$ cat src/hdl/wwfa_pkg.sv
`default_nettype none
// ============================================================================
// wwfa_pkg
// Shared types, constants and helpers of the Wi-Fi window feature aggregator.
// ============================================================================
package wwfa_pkg;

  localparam int unsigned DefBssidEntries = 8;
  localparam int unsigned DefTwinEntries  = 4;
  localparam int unsigned NumCounters     = 11;

  localparam logic [23:0] WinLenReset = 24'd100000;
  localparam logic [47:0] RogueReset  = 48'h021337000001;

  localparam logic [1:0] RegWinLen = 2'd0;
  localparam logic [1:0] RegOwnAp  = 2'd1;
  localparam logic [1:0] RegRogue  = 2'd2;

  localparam logic [1:0] ClsMgmt = 2'd1;
  localparam logic [1:0] ClsData = 2'd2;
  localparam logic [1:0] ClsCtrl = 2'd3;

  localparam logic [2:0] SubBeacon   = 3'd1;
  localparam logic [2:0] SubDeauth   = 3'd2;
  localparam logic [2:0] SubDisassoc = 3'd3;
  localparam logic [2:0] SubProbe    = 3'd4;
  localparam logic [2:0] SubAuth     = 3'd5;

  localparam int unsigned EcTotal  = 0;
  localparam int unsigned EcBeacon = 1;
  localparam int unsigned EcDeauth = 2;
  localparam int unsigned EcProbe  = 3;
  localparam int unsigned EcAuth   = 4;
  localparam int unsigned EcMgmt   = 5;
  localparam int unsigned EcData   = 6;
  localparam int unsigned EcCtrl   = 7;
  localparam int unsigned EcTarget = 8;
  localparam int unsigned EcJump   = 9;
  localparam int unsigned EcSignal = 10;

  localparam logic [4:0] FeatTotal    = 5'd0;
  localparam logic [4:0] FeatBeacon   = 5'd1;
  localparam logic [4:0] FeatDeauth   = 5'd2;
  localparam logic [4:0] FeatTarget   = 5'd3;
  localparam logic [4:0] FeatProbe    = 5'd4;
  localparam logic [4:0] FeatAuth     = 5'd5;
  localparam logic [4:0] FeatJump     = 5'd6;
  localparam logic [4:0] FeatMgmt     = 5'd7;
  localparam logic [4:0] FeatData     = 5'd8;
  localparam logic [4:0] FeatCtrl     = 5'd9;
  localparam logic [4:0] FeatBytes    = 5'd10;
  localparam logic [4:0] FeatMgmtB    = 5'd11;
  localparam logic [4:0] FeatDataB    = 5'd12;
  localparam logic [4:0] FeatMean     = 5'd13;
  localparam logic [4:0] FeatMaxLen   = 5'd14;
  localparam logic [4:0] FeatLenSum   = 5'd15;
  localparam logic [4:0] FeatRssiSum  = 5'd16;
  localparam logic [4:0] FeatSnrSum   = 5'd17;
  localparam logic [4:0] FeatRssiSq   = 5'd18;
  localparam logic [4:0] FeatBssidCnt = 5'd19;
  localparam logic [4:0] FeatTwinCnt  = 5'd20;
  localparam logic [4:0] FeatRogue    = 5'd21;

  typedef struct packed {
    logic [47:0]       ts;
    logic [15:0]       len;
    logic signed [7:0] rssi;
    logic signed [7:0] snr;
    logic [47:0]       bssid;
    logic              ours;
    logic              mgmt;
    logic              data;
    logic              ctrl;
    logic              beacon;
    logic              deauth;
    logic              probe;
    logic              auth;
    logic              tgt;
    logic              jump;
  } item_t;

  function automatic logic [31:0] sat_add32(input logic [31:0] a, input logic [31:0] b);
    logic [32:0] s;
    s = {1'b0, a} + {1'b0, b};
    return s[32] ? 32'hFFFF_FFFF : s[31:0];
  endfunction

  function automatic logic [63:0] sat_adds64(input logic [63:0] a, input logic [63:0] b);
    logic [63:0] s;
    s = a + b;
    if (a[63] == b[63] && s[63] != a[63]) begin
      s = a[63] ? {1'b1, 63'd0} : {1'b0, {63{1'b1}}};
    end
    return s;
  endfunction

endpackage
`default_nettype wire

$ cat src/hdl/wwfa_front.sv
`default_nettype none
// ============================================================================
// wwfa_front
// Accepts frame records, decodes their class fields and queues them.
// ============================================================================
module wwfa_front (
  input  wire logic              clk,
  input  wire logic              rst,
  input  wire logic              push,
  output logic                   full,
  input  wire logic [47:0]       timestamp_us,
  input  wire logic [1:0]        frame_class,
  input  wire logic [2:0]        subtype_class,
  input  wire logic [15:0]       frame_length,
  input  wire logic signed [7:0] rssi_dbm,
  input  wire logic signed [7:0] snr_db,
  input  wire logic [47:0]       frame_bssid,
  input  wire logic              ssid_is_ours,
  input  wire logic              targeted_deauth,
  input  wire logic              sequence_jump,
  output logic                   q_valid,
  output wwfa_pkg::item_t        q_item,
  input  wire logic              q_pop
);

  wwfa_pkg::item_t slots [2];
  wwfa_pkg::item_t item_in;
  logic            wr_ptr;
  logic            rd_ptr;
  logic [1:0]      count;
  logic            do_push;
  logic            do_pop;

  always_comb begin
    item_in.ts     = timestamp_us;
    item_in.len    = frame_length;
    item_in.rssi   = rssi_dbm;
    item_in.snr    = snr_db;
    item_in.bssid  = frame_bssid;
    item_in.ours   = ssid_is_ours;
    item_in.mgmt   = (frame_class == wwfa_pkg::ClsMgmt);
    item_in.data   = (frame_class == wwfa_pkg::ClsData);
    item_in.ctrl   = (frame_class == wwfa_pkg::ClsCtrl);
    item_in.beacon = (subtype_class == wwfa_pkg::SubBeacon);
    item_in.deauth = (subtype_class == wwfa_pkg::SubDeauth) ||
                     (subtype_class == wwfa_pkg::SubDisassoc);
    item_in.probe  = (subtype_class == wwfa_pkg::SubProbe);
    item_in.auth   = (subtype_class == wwfa_pkg::SubAuth);
    item_in.tgt    = targeted_deauth;
    item_in.jump   = sequence_jump;
  end

  assign full    = (count == 2'd2);
  assign q_valid = (count != 2'd0);
  assign q_item  = slots[rd_ptr];
  assign do_push = push && !full;
  assign do_pop  = q_pop && q_valid;

  always_ff @(posedge clk) begin
    if (do_push) begin
      slots[wr_ptr] <= item_in;
    end
  end

  always_ff @(posedge clk) begin
    if (rst) begin
      wr_ptr <= 1'b0;
      rd_ptr <= 1'b0;
      count  <= 2'd0;
    end else begin
      if (do_push) begin
        wr_ptr <= !wr_ptr;
      end
      if (do_pop) begin
        rd_ptr <= !rd_ptr;
      end
      count <= count + 2'(do_push) - 2'(do_pop);
    end
  end

endmodule
`default_nettype wire

$ cat config.mk
export PLATFORM = sky130hd
export DESIGN_NAME = wwfa_front
export DESIGN_NICKNAME = d
export VERILOG_FILES = /design/src/hdl/wwfa_pkg.sv /design/src/hdl/wwfa_front.sv
export SDC_FILE = /design/constraint.sdc
export NUM_CORES = 1
export LEC_CHECK = 0
export BUFFER_PORTS_ARGS = -buffer_cell sky130_fd_sc_hd__buf_2
export CORE_MARGIN = 2
export CORE_UTILIZATION = 45
export CTS_CLUSTER_SIZE = 25
export DETAILED_ROUTE_END_ITERATION = 6
export MAX_ROUTING_LAYER = met4
export PLACE_DENSITY_LB_ADDON = 0.08
export SLEW_MARGIN = 10
export SYNTH_ARGS = -nofsm -noshare
export SYNTH_HDL_FRONTEND = slang
export SYNTH_SLANG_ARGS = --single-unit
export TNS_END_PERCENT = 5
$ cat constraint.sdc
create_clock -name clk -period 12.5 [get_ports clk]
set_clock_uncertainty 0.1 [all_clocks]
set_input_delay 1.25 -clock clk [delete_from_list [all_inputs] [get_ports clk]]
set_output_delay 1.25 -clock clk [all_outputs]
set_load 0.02 [all_outputs]
# Word level (Yosys, flattened, before mapping)
# Memories as Yosys holds them, arrays and structs flattened. A register that Yosys moved wholly into a read port is not among the register bits.
# Index checks and enable logic that the tools add are counted.
# op_classes
add_sub_neg	2
eq_ne	9
n_mux	4
n_reduce_logical	7
# ops
op	count
== test 2 bit, second input constant	3
== test 3 x 2 -> 1 bit, second input constant	2
== test 3 bit, second input constant	2
two-way mux 1 bit	4
== test 3 x 1 -> 1 bit, second input constant	1
zero test 1 bit	3
adder 2 x 1 -> 2 bit	1
== test 2 x 1 -> 1 bit, second input constant	1
logical AND 1 bit	2
nonzero test 2 bit	1
subtractor 2 x 1 -> 2 bit	1
logical OR 1 bit	1
# totals
ff_bits	4
ram_bits	276
n_memories	1
# mem_list
name	depth	width	read_ports	rd_clocked_by_memory_dff	write_ports	line	rtl
slots	2	138	1	1	1	wwfa_front.sv:26	wwfa_pkg::item_t slots [2];

# Depth between registers and ports, before layout
# logic_depth
depth_word	5
mapped_depth	8
ltp_nobuf	8

# Worst setup path after synthesis
# OpenSTA, ideal clock, no wires.
# synth_path
path_type	input -> register
from	input push
to	memory slots[0][0] (netlist bit), enable pin
setup_time_ns	0.491
t_arrival_ns	4.319
t_required_ns	11.909
slack_ns	7.590
path_stages	3
n_path_buf	0
cell_sequence	inv_1 or3_1 inv_1
# synth_between
elab_chain_len	3
# synth_lines
item	line	rtl
from (decl)	wwfa_front.sv:9	input wire logic push,
logical AND 1 bit	wwfa_front.sv:56	assign do_push = push && !full;
two-way mux 1 bit	wwfa_front.sv:60	if (do_push) begin
two-way mux 1 bit (implied by the code)	wwfa_front.sv:61	slots[wr_ptr] <= item_in;
to (decl)	wwfa_front.sv:26	
# No other way between the ends.

==> impl_summary.txt <==
----------------------------------------------------
[Run status]
  Result of the run ... finished clean

[Global route]
  Global routing usage summed across all routing layers ... 0.167
  Wire length of the first global-routing pass ... 30,300 µm
  Largest net degree at the start of global routing ... 75
  Number of global-route vias before repair ... 5,583
  Grt ovf ... 0
  Initial antenna violation count ... 1

[Timing]
  Setup Viol. Count Final ... 0
  Final hold vios ... 0
  Final setup TNS ... 0 ps
  Relative slew slack ... 0.320
  Period minus WS final ... 4400 ps
  Unrepaired setup endpoints after global routing ... no
  Max Slew Vio Count ... 0
  Least-Margin Pin Slew ... 1020 ps
  Peak clock frequency supported by timing ... 228 MHz
  Crit share post-route ... 0.352

[Cells and area]
  Proportion of layout cells with a drive suffix above 1 ... 0.596
  Non-filler cells, final ... between 1,000 and 1,500
  Post-layout net count ... 904
  Post-layout instance area ... 12,800 µm²
  Area growth, synth to finish ... 24.5%
  Filler Cell Count ... 1,798

[Clock tree]
  Worst skew pair latency ... 550 ps
  Inserted Clock Buffers ... 30
  CTS tree ... yes
  Clock-pin slew on the worst setup and hold paths ... 60 ps
  Deepest level of the CTS H-tree ... 1
  Post-CTS Hold Fix Bufs ... 0
  Number of sinks on the clock net ... roughly 280
  Buffers inserted during post-CTS setup optimization ... 0
  Number of resized instances in the post-cts repair step ... 0
  CTS Root Buffer Type ... sky130_fd_sc_hd__clkbuf_16
  CTS max path bufs ... 3

[Route]
  First-pass DRT Iterations ... 4
  Routed Wire Length ... 20,300 µm
  Wire length on met3 ... 1470 µm
  Antenna Nets Post-Route ... 0
  Remaining design rule violation count ... 0
  Routed wire length on met2 ... 10,200 µm
  Wire length per cell after detailed routing ... 19.0 µm
  Total routed wire length on the met1 layer ... between 8000 and 9000 µm
  DR top layer ... met4
  Number of violations reported at the end of detailed-routing iteration 0 ... a little over 300
  Vias per std cell ... 4.93
  Vias ... 5,275

[Die]
  Io pins ... 280
  Starting Density ... 0.456
  Area of the core region ... 22,600 µm²
  Die ar. ... 24,100 µm²
  Die outline height ... 155 µm
  Site row count ... 55
  Width of the die ... 155 µm

[Yosys]
  Post-synthesis instance total ... 463
  Fraction of synthesis flops using an asynchronous set or reset pin ... 0
  Cell variety after synth ... 24
  Top flip-flop cell by instance count after synthesis ... sky130_fd_sc_hd__edfxtp_1
  Synth Cell Area ... a little over 10,000 µm²
  EDFF count, synth ... about 280
  Post-synthesis average cell area ... approximately 22 µm²
  Synth Net Count ... 605
  Synthesis-stage register bit count ... between 200 and 300
  Ys Warns ... 0
  Share of the yosys chip area belonging to registers ... 0.815

[Setup path]
  Type of the worst setup path ... register to primary output
  Data required, critical path ... 11,150 ps
  Cells on worst reg2reg path ... 5
  Critical Path End Type ... primary output
  CP Data Arrival Time ... 3050 ps
  Highest net fanout along the worst path ... between 70 and 80
  Type of element launching the critical path ... register

[Place]
  RD Place Congestion ... 0.758
  Cell Area, Placed ... approximately 12,000 µm²
  Number of instances in the placed design ... just over 1,000
  Count of input and output buffers ... between 200 and 300
  Hpwl dp ... 13,200 µm

[Min path]
  Kind of path behind the tightest hold check ... register to register
  Hold path cells ... 2

[Pwr]
  Power density over the cells ... 220 nW/µm²
  Peak supply drop ... 0.114 mV
  Leakage component of the power ... 4.79 nW

[Run]
  MaxCap Viol Count ... 0

----------------------------------------------------
==> cell families after synthesis <==
kind of cell | share of synthesized area
adders and majority gates | 0.00243
xor gates and xnor gates | 0.00170
muxes | 0.151
DFF | 0.815
AOI/OAI and AO/OA | 0.00170
buffers and inverters | 0.0173
and+or+nand+nor | 0.0107
==> layout by cell type, fill, tap and decap left out, drive strengths merged, types with 2 or more instances in the layout <==
cell      n
edfxtp  276
clkinv   18
clkbuf   34
inv       5
nor3b     2
nor2b     4
and2      2
nor2      3
buf     282
dfxtp     5
ha        2
mux2    138
==> cells in the mapped netlist (all sizes together) (2+ instances only) <==
| master | count | area, µm² |
|---|---|---|
| and2 | 2 | 12.5 |
| buf | 15 | 163 |
| dfxtp | 5 | 100 |
| edfxtp | 276 | 8290 |
| ha | 2 | 25.0 |
| inv | 4 | 15.0 |
| mux2 | 138 | 1550 |
| nor2 | 3 | 11.3 |
| nor2b | 4 | 25.0 |
| nor3b | 2 | 15.0 |
==> registers in the layout, summed over array words and instances (netlist names), named ones only <==
| signal | flops |
|---|---|
| rd_ptr | 1 |
| slots | 276 |
| wr_ptr | 1 |
| count | 2 |
==> final timing paths <==
check                              start            to  slack [ps]
worst max register to register  count[0]  slots[0][51]        9600
worst min register to register    wr_ptr        wr_ptr         420
worst max-delay path            register    q_item[20]        8100
worst min-delay path              wr_ptr        wr_ptr         420
==> power by group <==
part           switching [mW]  leakage, nW  total, mW  internal (mW)
Combinational           0.455         1.72      0.755          0.300
Sequential             0.0617         2.62       1.26           1.20
Clock                   0.342        0.445      0.800          0.458
==> through the flow <==
stage                     worst slack [ps]  power (mW)  hold WS [ps]  utilization
after floorplan                       7590        1.83           351            -
after global placement                8660        2.04           371        0.528
after detailed placement              8620        2.05           392        0.528
after CTS                             8020        2.86           411        0.568
after global routing                  7880        2.95           469        0.568
final                                 8100        2.82           416        0.568
==> worst max-delay path: stages (launching register included) <==
cell and delay (ps):
sky130_fd_sc_hd__dfxtp_4 910, sky130_fd_sc_hd__buf_4 830, sky130_fd_sc_hd__mux2_2 450, sky130_fd_sc_hd__buf_2 170
==> cell type report <==
cell class	count	area, µm²	share of cell area
antenna	1	2.50	0.000195
clock buffer	34	766	0.0598
clock inverter	20	129	0.0101
inverter	4	20.0	0.00156
multi-input combinational	163	1730	0.135
sequential	281	8390	0.655
tap	285	357	0.0278
timing repair buffer	282	1420	0.111
==> per-layer routing <==
layer	vias up	GRT usage
met5	-	-
met4	0	0.0476
met1	2609	0.204
met2	184	0.278
li1	2444	-
met3	38	0.0457
No activity file was read; power rests on OpenSTA's default activity.
