===== config.mk =====
export PLATFORM = sky130hd
export DESIGN_NAME = wwfa_back
export DESIGN_NICKNAME = d
export VERILOG_FILES = /design/src/hdl/wwfa_pkg.sv /design/src/hdl/wwfa_div.sv /design/src/hdl/wwfa_back.sv
export SDC_FILE = /design/constraint.sdc
export NUM_CORES = 2
export LEC_CHECK = 0
export BUFFER_PORTS_ARGS = -buffer_cell sky130_fd_sc_hd__buf_2
export CAP_MARGIN = 10
export CORE_MARGIN = 2
export CORE_UTILIZATION = 30
export CTS_CLUSTER_SIZE = 20
export DETAILED_ROUTE_END_ITERATION = 10
export GPL_TIMING_DRIVEN = 0
export HOLD_SLACK_MARGIN = 0.15
export PLACE_DENSITY = 0.48
export SETUP_SLACK_MARGIN = 0.2
export SKIP_LAST_GASP = 1
export SLEW_MARGIN = 15
export SYNTH_ARGS = -nofsm -noshare
export SYNTH_HDL_FRONTEND = slang
export SYNTH_SLANG_ARGS = --single-unit

===== constraint.sdc =====
create_clock -name clk -period 10 [get_ports clk]
set_input_delay 1 -clock clk [delete_from_list [all_inputs] [get_ports clk]]
set_output_delay 1 -clock clk [all_outputs]
set_load 0.01 [all_outputs]

===== src/hdl/wwfa_pkg.sv =====
`default_nettype none
// ============================================================================
// wwfa_pkg
// Shared types, constants and helpers of the Wi-Fi window feature aggregator.
// ============================================================================
package wwfa_pkg;

  localparam int unsigned DefBssidEntries = 8;
  localparam int unsigned DefTwinEntries  = 4;
  localparam int unsigned NumCounters     = 11;

  localparam logic [23:0] WinLenReset = 24'd100000;
  localparam logic [47:0] RogueReset  = 48'h021337000001;

  localparam logic [1:0] RegWinLen = 2'd0;
  localparam logic [1:0] RegOwnAp  = 2'd1;
  localparam logic [1:0] RegRogue  = 2'd2;

  localparam logic [1:0] ClsMgmt = 2'd1;
  localparam logic [1:0] ClsData = 2'd2;
  localparam logic [1:0] ClsCtrl = 2'd3;

  localparam logic [2:0] SubBeacon   = 3'd1;
  localparam logic [2:0] SubDeauth   = 3'd2;
  localparam logic [2:0] SubDisassoc = 3'd3;
  localparam logic [2:0] SubProbe    = 3'd4;
  localparam logic [2:0] SubAuth     = 3'd5;

  localparam int unsigned EcTotal  = 0;
  localparam int unsigned EcBeacon = 1;
  localparam int unsigned EcDeauth = 2;
  localparam int unsigned EcProbe  = 3;
  localparam int unsigned EcAuth   = 4;
  localparam int unsigned EcMgmt   = 5;
  localparam int unsigned EcData   = 6;
  localparam int unsigned EcCtrl   = 7;
  localparam int unsigned EcTarget = 8;
  localparam int unsigned EcJump   = 9;
  localparam int unsigned EcSignal = 10;

  localparam logic [4:0] FeatTotal    = 5'd0;
  localparam logic [4:0] FeatBeacon   = 5'd1;
  localparam logic [4:0] FeatDeauth   = 5'd2;
  localparam logic [4:0] FeatTarget   = 5'd3;
  localparam logic [4:0] FeatProbe    = 5'd4;
  localparam logic [4:0] FeatAuth     = 5'd5;
  localparam logic [4:0] FeatJump     = 5'd6;
  localparam logic [4:0] FeatMgmt     = 5'd7;
  localparam logic [4:0] FeatData     = 5'd8;
  localparam logic [4:0] FeatCtrl     = 5'd9;
  localparam logic [4:0] FeatBytes    = 5'd10;
  localparam logic [4:0] FeatMgmtB    = 5'd11;
  localparam logic [4:0] FeatDataB    = 5'd12;
  localparam logic [4:0] FeatMean     = 5'd13;
  localparam logic [4:0] FeatMaxLen   = 5'd14;
  localparam logic [4:0] FeatLenSum   = 5'd15;
  localparam logic [4:0] FeatRssiSum  = 5'd16;
  localparam logic [4:0] FeatSnrSum   = 5'd17;
  localparam logic [4:0] FeatRssiSq   = 5'd18;
  localparam logic [4:0] FeatBssidCnt = 5'd19;
  localparam logic [4:0] FeatTwinCnt  = 5'd20;
  localparam logic [4:0] FeatRogue    = 5'd21;

  typedef struct packed {
    logic [47:0]       ts;
    logic [15:0]       len;
    logic signed [7:0] rssi;
    logic signed [7:0] snr;
    logic [47:0]       bssid;
    logic              ours;
    logic              mgmt;
    logic              data;
    logic              ctrl;
    logic              beacon;
    logic              deauth;
    logic              probe;
    logic              auth;
    logic              tgt;
    logic              jump;
  } item_t;

  function automatic logic [31:0] sat_add32(input logic [31:0] a, input logic [31:0] b);
    logic [32:0] s;
    s = {1'b0, a} + {1'b0, b};
    return s[32] ? 32'hFFFF_FFFF : s[31:0];
  endfunction

  function automatic logic [63:0] sat_adds64(input logic [63:0] a, input logic [63:0] b);
    logic [63:0] s;
    s = a + b;
    if (a[63] == b[63] && s[63] != a[63]) begin
      s = a[63] ? {1'b1, 63'd0} : {1'b0, {63{1'b1}}};
    end
    return s;
  endfunction

endpackage
`default_nettype wire


===== src/hdl/wwfa_div.sv =====
`default_nettype none
// ============================================================================
// wwfa_div
// Restoring divider, 64-bit dividend by 32-bit divisor, one bit per cycle.
// ============================================================================
module wwfa_div (
  input  wire logic        clk,
  input  wire logic        rst,
  input  wire logic        start,
  input  wire logic [63:0] dividend,
  input  wire logic [31:0] divisor,
  output logic             done,
  output logic [63:0]      quotient
);

  logic [63:0] dvd;
  logic [31:0] dvs;
  logic [31:0] rem;
  logic [6:0]  cnt;
  logic        busy;
  logic [32:0] rem_sh;
  logic        ge;

  assign rem_sh   = {rem, dvd[63]};
  assign ge       = rem_sh >= {1'b0, dvs};
  assign quotient = dvd;

  always_ff @(posedge clk) begin
    if (start) begin
      dvd <= dividend;
      dvs <= divisor;
      rem <= 32'd0;
    end else if (busy) begin
      rem <= ge ? 32'(rem_sh - {1'b0, dvs}) : rem_sh[31:0];
      dvd <= {dvd[62:0], ge};
    end
  end

  always_ff @(posedge clk) begin
    if (rst) begin
      busy <= 1'b0;
      cnt  <= 7'd0;
      done <= 1'b0;
    end else begin
      done <= 1'b0;
      if (start) begin
        busy <= 1'b1;
        cnt  <= 7'd64;
      end else if (busy) begin
        cnt <= cnt - 7'd1;
        if (cnt == 7'd1) begin
          busy <= 1'b0;
          done <= 1'b1;
        end
      end
    end
  end

endmodule
`default_nettype wire


===== src/hdl/wwfa_back.sv =====
`default_nettype none
// ============================================================================
// wwfa_back
// Accumulates window statistics, tracks the BSSID sets and emits features.
// ============================================================================
module wwfa_back #(
  parameter int unsigned BSSID_ENTRIES = wwfa_pkg::DefBssidEntries,
  parameter int unsigned TWIN_ENTRIES  = wwfa_pkg::DefTwinEntries
) (
  input  wire logic               clk,
  input  wire logic               rst,
  input  wire logic [23:0]        win_len,
  input  wire logic [47:0]        own_ap,
  input  wire logic [47:0]        rogue,
  input  wire logic               q_valid,
  input  wire wwfa_pkg::item_t    q_item,
  output logic                    q_pop,
  input  wire logic               pop,
  output logic                    empty,
  output logic [4:0]              feature_id,
  output logic signed [63:0]      feature_value,
  output logic                    last_feature
);

  localparam int unsigned MaxE = (BSSID_ENTRIES > TWIN_ENTRIES) ? BSSID_ENTRIES : TWIN_ENTRIES;
  localparam int unsigned IW   = $clog2(MaxE + 1);
  localparam int unsigned SCW  = $clog2(BSSID_ENTRIES + 1);
  localparam int unsigned TCW  = $clog2(TWIN_ENTRIES + 1);
  localparam int unsigned SAW  = (BSSID_ENTRIES > 1) ? $clog2(BSSID_ENTRIES) : 1;
  localparam int unsigned TAW  = (TWIN_ENTRIES > 1) ? $clog2(TWIN_ENTRIES) : 1;

  localparam logic [2:0] S_IDLE = 3'd0;
  localparam logic [2:0] S_ACC  = 3'd1;
  localparam logic [2:0] S_RD   = 3'd2;
  localparam logic [2:0] S_CMP  = 3'd3;
  localparam logic [2:0] S_INS  = 3'd4;
  localparam logic [2:0] S_DIV  = 3'd5;
  localparam logic [2:0] S_EMIT = 3'd6;

  logic [2:0]       state;
  wwfa_pkg::item_t  it;
  logic [47:0]      window_start;
  logic [31:0]      event_counters [wwfa_pkg::NumCounters];
  logic [31:0]      byte_totals [3];
  logic [63:0]      length_sum;
  logic [15:0]      length_max;
  logic [63:0]      signal_sums [3];
  logic [47:0]      seen_bssids [BSSID_ENTRIES];
  logic [47:0]      twin_bssids [TWIN_ENTRIES];
  logic [SCW-1:0]   seen_bssid_count;
  logic [TCW-1:0]   twin_count;
  logic             rogue_seen;
  logic [47:0]      seen_rd;
  logic [47:0]      twin_rd;
  logic [IW-1:0]    idx;
  logic             seen_hit;
  logic             twin_hit;
  logic             close_win;
  logic [4:0]       fid;
  logic             div_start;
  logic             div_done;
  logic [63:0]      quotient;
  logic [63:0]      mean_dividend;
  logic [64:0]      mean_sum;
  logic [64:0]      len_sum_ext;
  logic [wwfa_pkg::NumCounters-1:0] inc;
  logic signed [15:0] rssi_sq;
  logic             seen_cand;
  logic             twin_cand;
  logic             scan_done;
  logic             seen_ins;
  logic             twin_ins;
  logic [47:0]      ts_diff;

  wwfa_div u_div (
    .clk      (clk),
    .rst      (rst),
    .start    (div_start),
    .dividend (mean_dividend),
    .divisor  (event_counters[wwfa_pkg::EcTotal]),
    .done     (div_done),
    .quotient (quotient)
  );

  always_comb begin
    inc                     = '0;
    inc[wwfa_pkg::EcTotal]  = 1'b1;
    inc[wwfa_pkg::EcBeacon] = it.beacon;
    inc[wwfa_pkg::EcDeauth] = it.deauth;
    inc[wwfa_pkg::EcProbe]  = it.probe;
    inc[wwfa_pkg::EcAuth]   = it.auth;
    inc[wwfa_pkg::EcMgmt]   = it.mgmt;
    inc[wwfa_pkg::EcData]   = it.data;
    inc[wwfa_pkg::EcCtrl]   = it.ctrl;
    inc[wwfa_pkg::EcTarget] = it.tgt;
    inc[wwfa_pkg::EcJump]   = it.jump;
    inc[wwfa_pkg::EcSignal] = 1'b1;
  end

  assign rssi_sq       = it.rssi * it.rssi;
  assign len_sum_ext   = {1'b0, length_sum} + {49'd0, it.len};
  assign mean_sum      = {1'b0, length_sum} + {34'd0, event_counters[wwfa_pkg::EcTotal][31:1]};
  assign mean_dividend = mean_sum[64] ? '1 : mean_sum[63:0];
  assign seen_cand     = (it.bssid != 48'd0);
  assign twin_cand     = seen_cand && it.ours && (own_ap != 48'd0) && (it.bssid != own_ap);
  assign scan_done     = (idx >= IW'(seen_bssid_count)) && (idx >= IW'(twin_count));
  assign seen_ins      = seen_cand && !seen_hit && (seen_bssid_count < SCW'(BSSID_ENTRIES));
  assign twin_ins      = twin_cand && !twin_hit && (twin_count < TCW'(TWIN_ENTRIES));
  assign ts_diff       = it.ts - window_start;
  assign div_start     = (state == S_INS) && close_win;
  assign q_pop         = (state == S_IDLE) && q_valid;

  always_ff @(posedge clk) begin
    if (state == S_RD) begin
      seen_rd <= seen_bssids[idx[SAW-1:0]];
      twin_rd <= twin_bssids[idx[TAW-1:0]];
    end
    if (state == S_INS && seen_ins) begin
      seen_bssids[seen_bssid_count[SAW-1:0]] <= it.bssid;
    end
    if (state == S_INS && twin_ins) begin
      twin_bssids[twin_count[TAW-1:0]] <= it.bssid;
    end
  end

  always_ff @(posedge clk) begin
    if (q_pop) begin
      it <= q_item;
    end
  end

  always_ff @(posedge clk) begin
    if (rst) begin
      state            <= S_IDLE;
      window_start     <= 48'd0;
      event_counters   <= '{default: 32'd0};
      byte_totals      <= '{default: 32'd0};
      length_sum       <= 64'd0;
      length_max       <= 16'd0;
      signal_sums      <= '{default: 64'd0};
      seen_bssid_count <= '0;
      twin_count       <= '0;
      rogue_seen       <= 1'b0;
      idx              <= '0;
      seen_hit         <= 1'b0;
      twin_hit         <= 1'b0;
      close_win        <= 1'b0;
      fid              <= 5'd0;
    end else begin
      unique case (state)
        S_IDLE: begin
          if (q_valid) begin
            idx      <= '0;
            seen_hit <= 1'b0;
            twin_hit <= 1'b0;
            state    <= S_ACC;
          end
        end
        S_ACC: begin
          for (int i = 0; i < wwfa_pkg::NumCounters; i++) begin
            event_counters[i] <= wwfa_pkg::sat_add32(event_counters[i], {31'd0, inc[i]});
          end
          byte_totals[0] <= wwfa_pkg::sat_add32(byte_totals[0], {16'd0, it.len});
          if (it.mgmt) begin
            byte_totals[1] <= wwfa_pkg::sat_add32(byte_totals[1], {16'd0, it.len});
          end
          if (it.data) begin
            byte_totals[2] <= wwfa_pkg::sat_add32(byte_totals[2], {16'd0, it.len});
          end
          length_sum <= len_sum_ext[64] ? '1 : len_sum_ext[63:0];
          if (it.len > length_max) begin
            length_max <= it.len;
          end
          signal_sums[0] <= wwfa_pkg::sat_adds64(signal_sums[0], {{56{it.rssi[7]}}, it.rssi});
          signal_sums[1] <= wwfa_pkg::sat_adds64(signal_sums[1], {{56{it.snr[7]}}, it.snr});
          signal_sums[2] <= wwfa_pkg::sat_adds64(signal_sums[2], {{48{rssi_sq[15]}}, rssi_sq});
          if (it.bssid == rogue) begin
            rogue_seen <= 1'b1;
          end
          close_win <= (it.ts >= window_start) && (ts_diff >= {24'd0, win_len});
          state     <= S_RD;
        end
        S_RD: begin
          state <= scan_done ? S_INS : S_CMP;
        end
        S_CMP: begin
          if (idx < IW'(seen_bssid_count) && seen_rd == it.bssid) begin
            seen_hit <= 1'b1;
          end
          if (idx < IW'(twin_count) && twin_rd == it.bssid) begin
            twin_hit <= 1'b1;
          end
          idx   <= idx + IW'(1);
          state <= S_RD;
        end
        S_INS: begin
          if (seen_ins) begin
            seen_bssid_count <= seen_bssid_count + SCW'(1);
          end
          if (twin_ins) begin
            twin_count <= twin_count + TCW'(1);
          end
          state <= close_win ? S_DIV : S_IDLE;
        end
        S_DIV: begin
          if (div_done) begin
            fid   <= 5'd0;
            state <= S_EMIT;
          end
        end
        S_EMIT: begin
          if (pop) begin
            if (fid == wwfa_pkg::FeatRogue) begin
              window_start     <= it.ts;
              event_counters   <= '{default: 32'd0};
              byte_totals      <= '{default: 32'd0};
              length_sum       <= 64'd0;
              length_max       <= 16'd0;
              signal_sums      <= '{default: 64'd0};
              seen_bssid_count <= '0;
              twin_count       <= '0;
              rogue_seen       <= 1'b0;
              state            <= S_IDLE;
            end else begin
              fid <= fid + 5'd1;
            end
          end
        end
        default: begin
          state <= S_IDLE;
        end
      endcase
    end
  end

  assign empty        = (state != S_EMIT);
  assign feature_id   = fid;
  assign last_feature = (fid == wwfa_pkg::FeatRogue);

  always_comb begin
    unique case (fid)
      wwfa_pkg::FeatTotal:    feature_value = {32'd0, event_counters[wwfa_pkg::EcTotal]};
      wwfa_pkg::FeatBeacon:   feature_value = {32'd0, event_counters[wwfa_pkg::EcBeacon]};
      wwfa_pkg::FeatDeauth:   feature_value = {32'd0, event_counters[wwfa_pkg::EcDeauth]};
      wwfa_pkg::FeatTarget:   feature_value = {32'd0, event_counters[wwfa_pkg::EcTarget]};
      wwfa_pkg::FeatProbe:    feature_value = {32'd0, event_counters[wwfa_pkg::EcProbe]};
      wwfa_pkg::FeatAuth:     feature_value = {32'd0, event_counters[wwfa_pkg::EcAuth]};
      wwfa_pkg::FeatJump:     feature_value = {32'd0, event_counters[wwfa_pkg::EcJump]};
      wwfa_pkg::FeatMgmt:     feature_value = {32'd0, event_counters[wwfa_pkg::EcMgmt]};
      wwfa_pkg::FeatData:     feature_value = {32'd0, event_counters[wwfa_pkg::EcData]};
      wwfa_pkg::FeatCtrl:     feature_value = {32'd0, event_counters[wwfa_pkg::EcCtrl]};
      wwfa_pkg::FeatBytes:    feature_value = {32'd0, byte_totals[0]};
      wwfa_pkg::FeatMgmtB:    feature_value = {32'd0, byte_totals[1]};
      wwfa_pkg::FeatDataB:    feature_value = {32'd0, byte_totals[2]};
      wwfa_pkg::FeatMean:     feature_value = quotient;
      wwfa_pkg::FeatMaxLen:   feature_value = {48'd0, length_max};
      wwfa_pkg::FeatLenSum:   feature_value = length_sum;
      wwfa_pkg::FeatRssiSum:  feature_value = signal_sums[0];
      wwfa_pkg::FeatSnrSum:   feature_value = signal_sums[1];
      wwfa_pkg::FeatRssiSq:   feature_value = signal_sums[2];
      wwfa_pkg::FeatBssidCnt: feature_value = 64'(seen_bssid_count);
      wwfa_pkg::FeatTwinCnt:  feature_value = 64'(twin_count);
      wwfa_pkg::FeatRogue:    feature_value = {63'd0, rogue_seen};
      default:                feature_value = 64'd0;
    endcase
  end

endmodule
`default_nettype wire


==> After elaboration in Yosys (flattened, before gate mapping) <==
Memories as Yosys holds them, arrays and structs flattened. A register that Yosys moved wholly into a read port is not among the register bits.
Cells that the tools add are included.
{ "totals": {"reg_bits": 1066, "ram_bits": 576, "in_bits": 262, "out_inout_bits": 72, "elab_cells": 270, "mem_count": 2} }
{ "memory_table": {"columns": ["name", "words", "word_bits", "read_ports", "rd_ports_with_merged_regs", "write_ports", "line_no", "text"], "rows": [
  ["seen_bssids", 8, 48, 1, 1, 1, "wwfa_back.sv:48", "logic [47:0] seen_bssids [BSSID_ENTRIES];"],
  ["twin_bssids", 4, 48, 1, 1, 1, "wwfa_back.sv:49", "logic [47:0] twin_bssids [TWIN_ENTRIES];"]
]} }
{ "classes": {"addsub": 26, "n_mul": 1, "magnitude_cmp": 10, "n_eq_ne": 52, "n_mux": 82, "bitwise": 1, "reduce_logical": 45} }
{ "ops": {"columns": ["cell", "n"], "rows": [
  ["$pmux 64 s22", 1],
  ["$mux 64", 12],
  ["$mux 352", 2],
  ["$pmux 352 s2", 1],
  ["$mux 32", 17],
  ["$mux 192", 2],
  ["$pmux 192 s2", 1],
  ["$add 32x1->33", 9],
  ["$add 64x64->64", 3],
  ["$mux 96", 2],
  ["$pmux 96 s2", 1],
  ["$eq 48x48->1", 3],
  ["$pmux 64 s2", 1],
  ["$add 32x16->33", 3],
  ["$reduce_bool 48->1", 2],
  ["$add 32x1->33 const B", 2],
  ["$add 64x16->65", 1],
  ["$add 64x31->65", 1],
  ["$ge 48x24->1", 1],
  ["$ge 48x48->1", 1],
  ["$mux 16", 3],
  ["$ne 48x48->1", 1],
  ["$sub 48x48->48", 1],
  ["$eq 5x4->1 const B", 8],
  ["other kinds (49)", 138]
]} }

==> Logic depth before layout (Yosys ltp) <==
{ "logic_depth": {"depth_word": 9, "mapped_depth": 33, "ltp_nobuf": 32} }

==> Modules after synthesis <==
From an unflattened synthesis, not the netlist that was laid out.
{ "hier_totals": {"hier_cells": 10531, "hier_area_um2": 98754.7} }
{ "modules_own_cells": {"columns": ["mod", "n_inst", "cells_per_inst", "area_each_um2", "seq_area_each_um2"], "rows": [
  ["wwfa_back", 1, 9878, 91398.9, 39517.9],
  ["wwfa_div", 1, 653, 7355.8, 3703.6]
]} }

==> Worst setup path before layout <==
Ideal clock, no wire load.
{ "synth_path": {"path_type": "register to register", "from": "reg it[73] (netlist bit)", "to": "reg signal_sums[20] (netlist bit)", "setup_time_ns": 0.132, "arrival_time_ns": 10.085, "t_required_ns": 9.868, "path_slack_ns": -0.217, "stages_incl_launch_ff": 32, "n_path_buf": 4, "synth_period_minus_slack_ns": 10.217, "path_cell_list": "edfxtp_1 -> clkbuf_1 -> nand2b_1 -> fa_1 -> inv_1 -> fa_1 -> fa_1 -> inv_1 -> fa_1 -> inv_1 -> ha_1 -> o21ai_0 -> nand2b_1 -> o41ai_2 -> o21ai_1 -> o41ai_2 -> xnor2_1 -> ha_1 -> clkbuf_1 -> a21oi_1 -> o21ai_1 -> a221o_1 -> a31oi_1 -> o31a_1 -> o41ai_1 -> a31o_2 -> or3b_1 -> and2_1 -> buf_2 -> clkbuf_1 -> o21ai_0 -> a21oi_1"} }
{ "synth_between": {"elab_chain_len": 6, "word_cells_on_any_way": 7, "classes_between": "1 x add/sub; 1 x mul; 2 x eq/ne; 2 x mux; 1 x reduce/logical"} }
{ "synth_lines": {"columns": ["element", "line_no", "text"], "rows": [
  ["from (decl)", "wwfa_back.sv:41", "wwfa_pkg::item_t it;"],
  ["from (signal assigned)", "wwfa_back.sv:128", "it <= q_item;"],
  ["$mul 8x8->16 *", "wwfa_back.sv:100", "assign rssi_sq = it.rssi * it.rssi;"],
  ["$add 64x64->64", "wwfa_pkg.sv:90", "s = a + b;"],
  ["$ne 1x1->1", "wwfa_pkg.sv:91", "if (a[63] == b[63] && s[63] != a[63]) begin"],
  ["$logic_and 1x1->1", "wwfa_pkg.sv:91", null],
  ["$mux 64 *", "wwfa_pkg.sv:91", null],
  ["$pmux 192 s2 *", "wwfa_back.sv:150", "unique case (state)"],
  ["to (decl)", "wwfa_back.sv:47", "logic [63:0] signal_sums [3];"]
]} }
Mark *: on every way between the ends. The rest lies on a longest branch, timed or not.
A chain may end at the register's enable or synchronous reset.

==> Final worst setup path <==
{ "layout_path": {"from": "reg it[73] (netlist bit)", "to": "reg signal_sums[17] (netlist bit)"} }
The elaborated chain is that of the path after synthesis.

==> reports/results.tsv <==
stage	metric	value	unit
logic_synthesis	syn_area_per_cell	9.33	um2
worst_hold_path	whs_endpoint	it[9]	
grt	grt_util_all_layers	0.278	
setup_path	slowest_delay	0.61	ns
place	dpl.hpwl	381000	um
logic_synthesis	synth-edff-count	906	
setup_path	crit_type	flip-flop to flip-flop	
final_layout	syn_to_final_growth	16.4	%
logic_synthesis	syn_nets	11500	
logic_synthesis	yosysSeqAreaShare	0.434	
route	via_per_inst	5.80	
setup_path	cpMostUsedCell	inv_1	
floorplan	core	331000	um2
clock_tree	cts.clk_slew.worst_paths	0.06	ns
route	wl_per_cell	30.5	um
grt	overflow	0	
logic_synthesis	syn-cell-area	99600	um2
floorplan	die_w	580	um
logic_synthesis	yosys.area.top_type	edfxtp_1	
timing	rsz0062_at_grt	no	
route	ant_nets	0	
route	drc	0	
logic_synthesis	synth_ff_type	edfxtp_1	
floorplan	num_rows	211	
clock_tree	clockBufferDepth	4	
clock_tree	cts_tree	built	
timing	hold_viol	0	
place	place.gp.congestion	1.05	
logic_synthesis	synth.top_cell.area_share	0.273	
logic_synthesis	yosys.cell_count.top_type	nand2_1	
grt	grt_pass1_vias	87300	
grt	grt_max_degree	85	
place	placed_area	108000	um2
clock_tree	htreeDepth	4	
worst_hold_path	hold_path.class	input pin to flip-flop	
clock_tree	numClockSinks	1706	
timing	fin_skew	0.141	ns
setup_path	crit_path_end_kind	flip-flop	
floorplan	die_y	580	um
setup_path	worst_r2r_startpoint	it[73]	
route	dr.pass1.iters	9	
logic_synthesis	yosysUniqueCellTypes	115	
setup_path	reg2reg_to	signal_sums[17]	
place	placed_cells	15500	
final_layout	postLayoutCellArea	116000	um2
setup_path	start_kind	flip-flop	
final_layout	drive_gt1_frac	0.108	
timing	final_max_slew_viol_count	0	
power	power_leakage	42.2	nW
power	ir_worst_vdd	636	uV
setup_path	ff2ff_path_depth	36	
clock_tree	clock_latency	1.02	ns
final_layout	stdcell_count	15900	
grt	antenna_found_initial	62	
final_layout	nNetsFinal	12200	
floorplan	io_pins	334	
floorplan	initial_utilization	0.301	
worst_hold_path	whs_path_depth	1	
route	drt_wl_total	486000	um
clock_tree	cts-root-buf	clkbuf_16	
setup_path	r2r_slack	0.66	ns
timing	fin_crit_sh	0.934	
timing	fin_crit	9.34	ns
place	port_buffers	333	
logic_synthesis	syn-instance-count	10700	
timing	slew-limit-headroom	0.0629	
clock_tree	numCtsBuffers	215	
logic_synthesis	synth_common_cells	1099 x nand2_1, 1011 x a21oi_1, 983 x o21ai_0	
floorplan	dieArea	337000	um2
route	via_count	92400	
power	p_per_area	318	nW/um2
setup_path	arrival	10.10	ns
setup_path	worstPathRequired	10.76	ns
setup_path	worst-path-max-fanout	23	
timing	worstMarginPinSlew	1.41	ns
setup_path	critical-path-slowest-cell	fa_2	
logic_synthesis	async_flop_share	0	
job	cap_viol_max_count	0	
logic_synthesis	ys_warn_count	0	
timing	fmax	107	MHz
logic_synthesis	synth_seq_cells	1706	
timing	setup_violations	0	
route	drtIter0Drc	11100	
run_status	outcome	finished clean	
grt	grt_pass1_wl	673000	um
worst_hold_path	worstHoldStart	q_item[9]	
logic_synthesis	synth.top_cells.by_area	edfxtp_1 27%, dfxtp_1 16%, ha_1 6.0%	
[per-stage QoR]
step	worst slack (ns)	power (mW)	util	setup TNS, ns	hold slack [ns]
6_report	0.664	36.9	0.351	0	0.211
5_1_grt	0.217	39.0	0.351	0	0.187
4_1_cts	0.218	36.5	0.351	0	0.152
3_5_place_dp	-0.107	28.2	0.328	-0.828	0.446
3_3_place_gp	-4.93	23.9	0.323	-1426.46	0.442
2_1_floorplan	0.830	22.0	-	0	0.431
[registers in the layout (all words and copies together) (netlist names), 3 cells and up]
| signal | flops |
|---|---|
| twin_count | 3 |
| inc | 9 |
| state | 3 |
| u_div.quotient | 64 |
| seen_bssids | 384 |
| byte_totals | 96 |
| signal_sums | 192 |
| feature_id | 5 |
| event_counters | 320 |
| seen_bssid_count | 4 |
| it | 129 |
| u_div.rem | 32 |
| u_div.dvs | 32 |
| twin_rd | 48 |
| idx | 4 |
| length_sum | 64 |
| length_max | 16 |
| seen_rd | 48 |
| twin_bssids | 192 |
| u_div.cnt | 7 |
| window_start | 48 |
[final cells by class]
type                       count  area (um2)
tap                         4366        5460
antenna                       17        42.5
sequential                  1706       43200
multi-input combinational   7942       52500
inverter                     379        1430
buffer                       656        2800
timing repair buffer         471        3360
clock buffer                 285        6010
clock inverter               113        1210
fill                       33900      215000
[critical path, delay by kind of cell, from the launching register on]
| kind | cells | cell delay, ns |
|---|---|---|
| adder cells (fa/ha/maj) | 6 | 2.80 |
| AND/OR/NAND/NOR | 5 | 1.15 |
| AO/OA/AOI/OAI | 11 | 2.49 |
| XOR/XNOR | 1 | 0.27 |
| flip-flops | 1 | 0.40 |
| buffers and inverters | 13 | 2.05 |
[worst max-delay path by stage]
stage,from,to,slack [ns],depth (start not counted)
floorplan,it[73],signal_sums[20],0.83,31
global placement,state[1],seen_rd[21],-4.93,3
detailed placement,it[73],signal_sums[56],-0.11,34
CTS,it[73],signal_sums[17],0.22,34
global route,it[73],signal_sums[41],0.22,36
finish,it[73],signal_sums[17],0.66,36
[power breakdown]
| group | switching, mW | internal [mW] | total (mW) |
|---|---|---|---|
| Combinational | 12.6 | 7.12 | 19.7 |
| Clock | 3.40 | 4.74 | 8.14 |
| Sequential | 0.986 | 8.05 | 9.04 |
| Total | 17.0 | 19.9 | 36.9 |
[cell families after synthesis]
logic type	share of synthesized area
adder cells (fa/ha/maj)	0.0696
flip-flops	0.434
buffers and inverters	0.0414
AND/OR/NAND/NOR	0.159
AO/OA/AOI/OAI	0.206
XOR/XNOR	0.0476
multiplexers	0.0423
[routing by layer]
| layer | wire length [um] | vias up | global-route usage |
|---|---|---|---|
| met5 | 106 | - | 0 |
| met4 | 35900 | 18 | 0.170 |
| met3 | 42000 | 1109 | 0.0545 |
| met2 | 207000 | 4592 | 0.420 |
| met1 | 202000 | 45600 | 0.365 |
| li1 | - | 41100 | - |
[cell usage in the layout (no fill, tap or decap), types with 200 or more instances in the layout]
master	n
a21oi_1	1009
a22oi_1	288
buf_2	389
clkbuf_1	514
clkbuf_16	220
dfxtp_1	800
edfxtp_1	906
ha_1	474
inv_1	374
nand2_1	1098
nand3_1	339
nor2_1	655
nor3_1	210
o21ai_0	982
xnor2_1	341
xor2_1	200
[timing repair]
action / CTS / global route
hold buffers: 17 / 0
hold endpoints to repair: 17 / 0
endpoints found under the setup margin: 40 / 58
buffers inserted: 0 / 2
cloned: 0 / 0
resized for setup: 2 / 20
pin swaps: 0 / 2
Power figures use the tool's default switching activity.
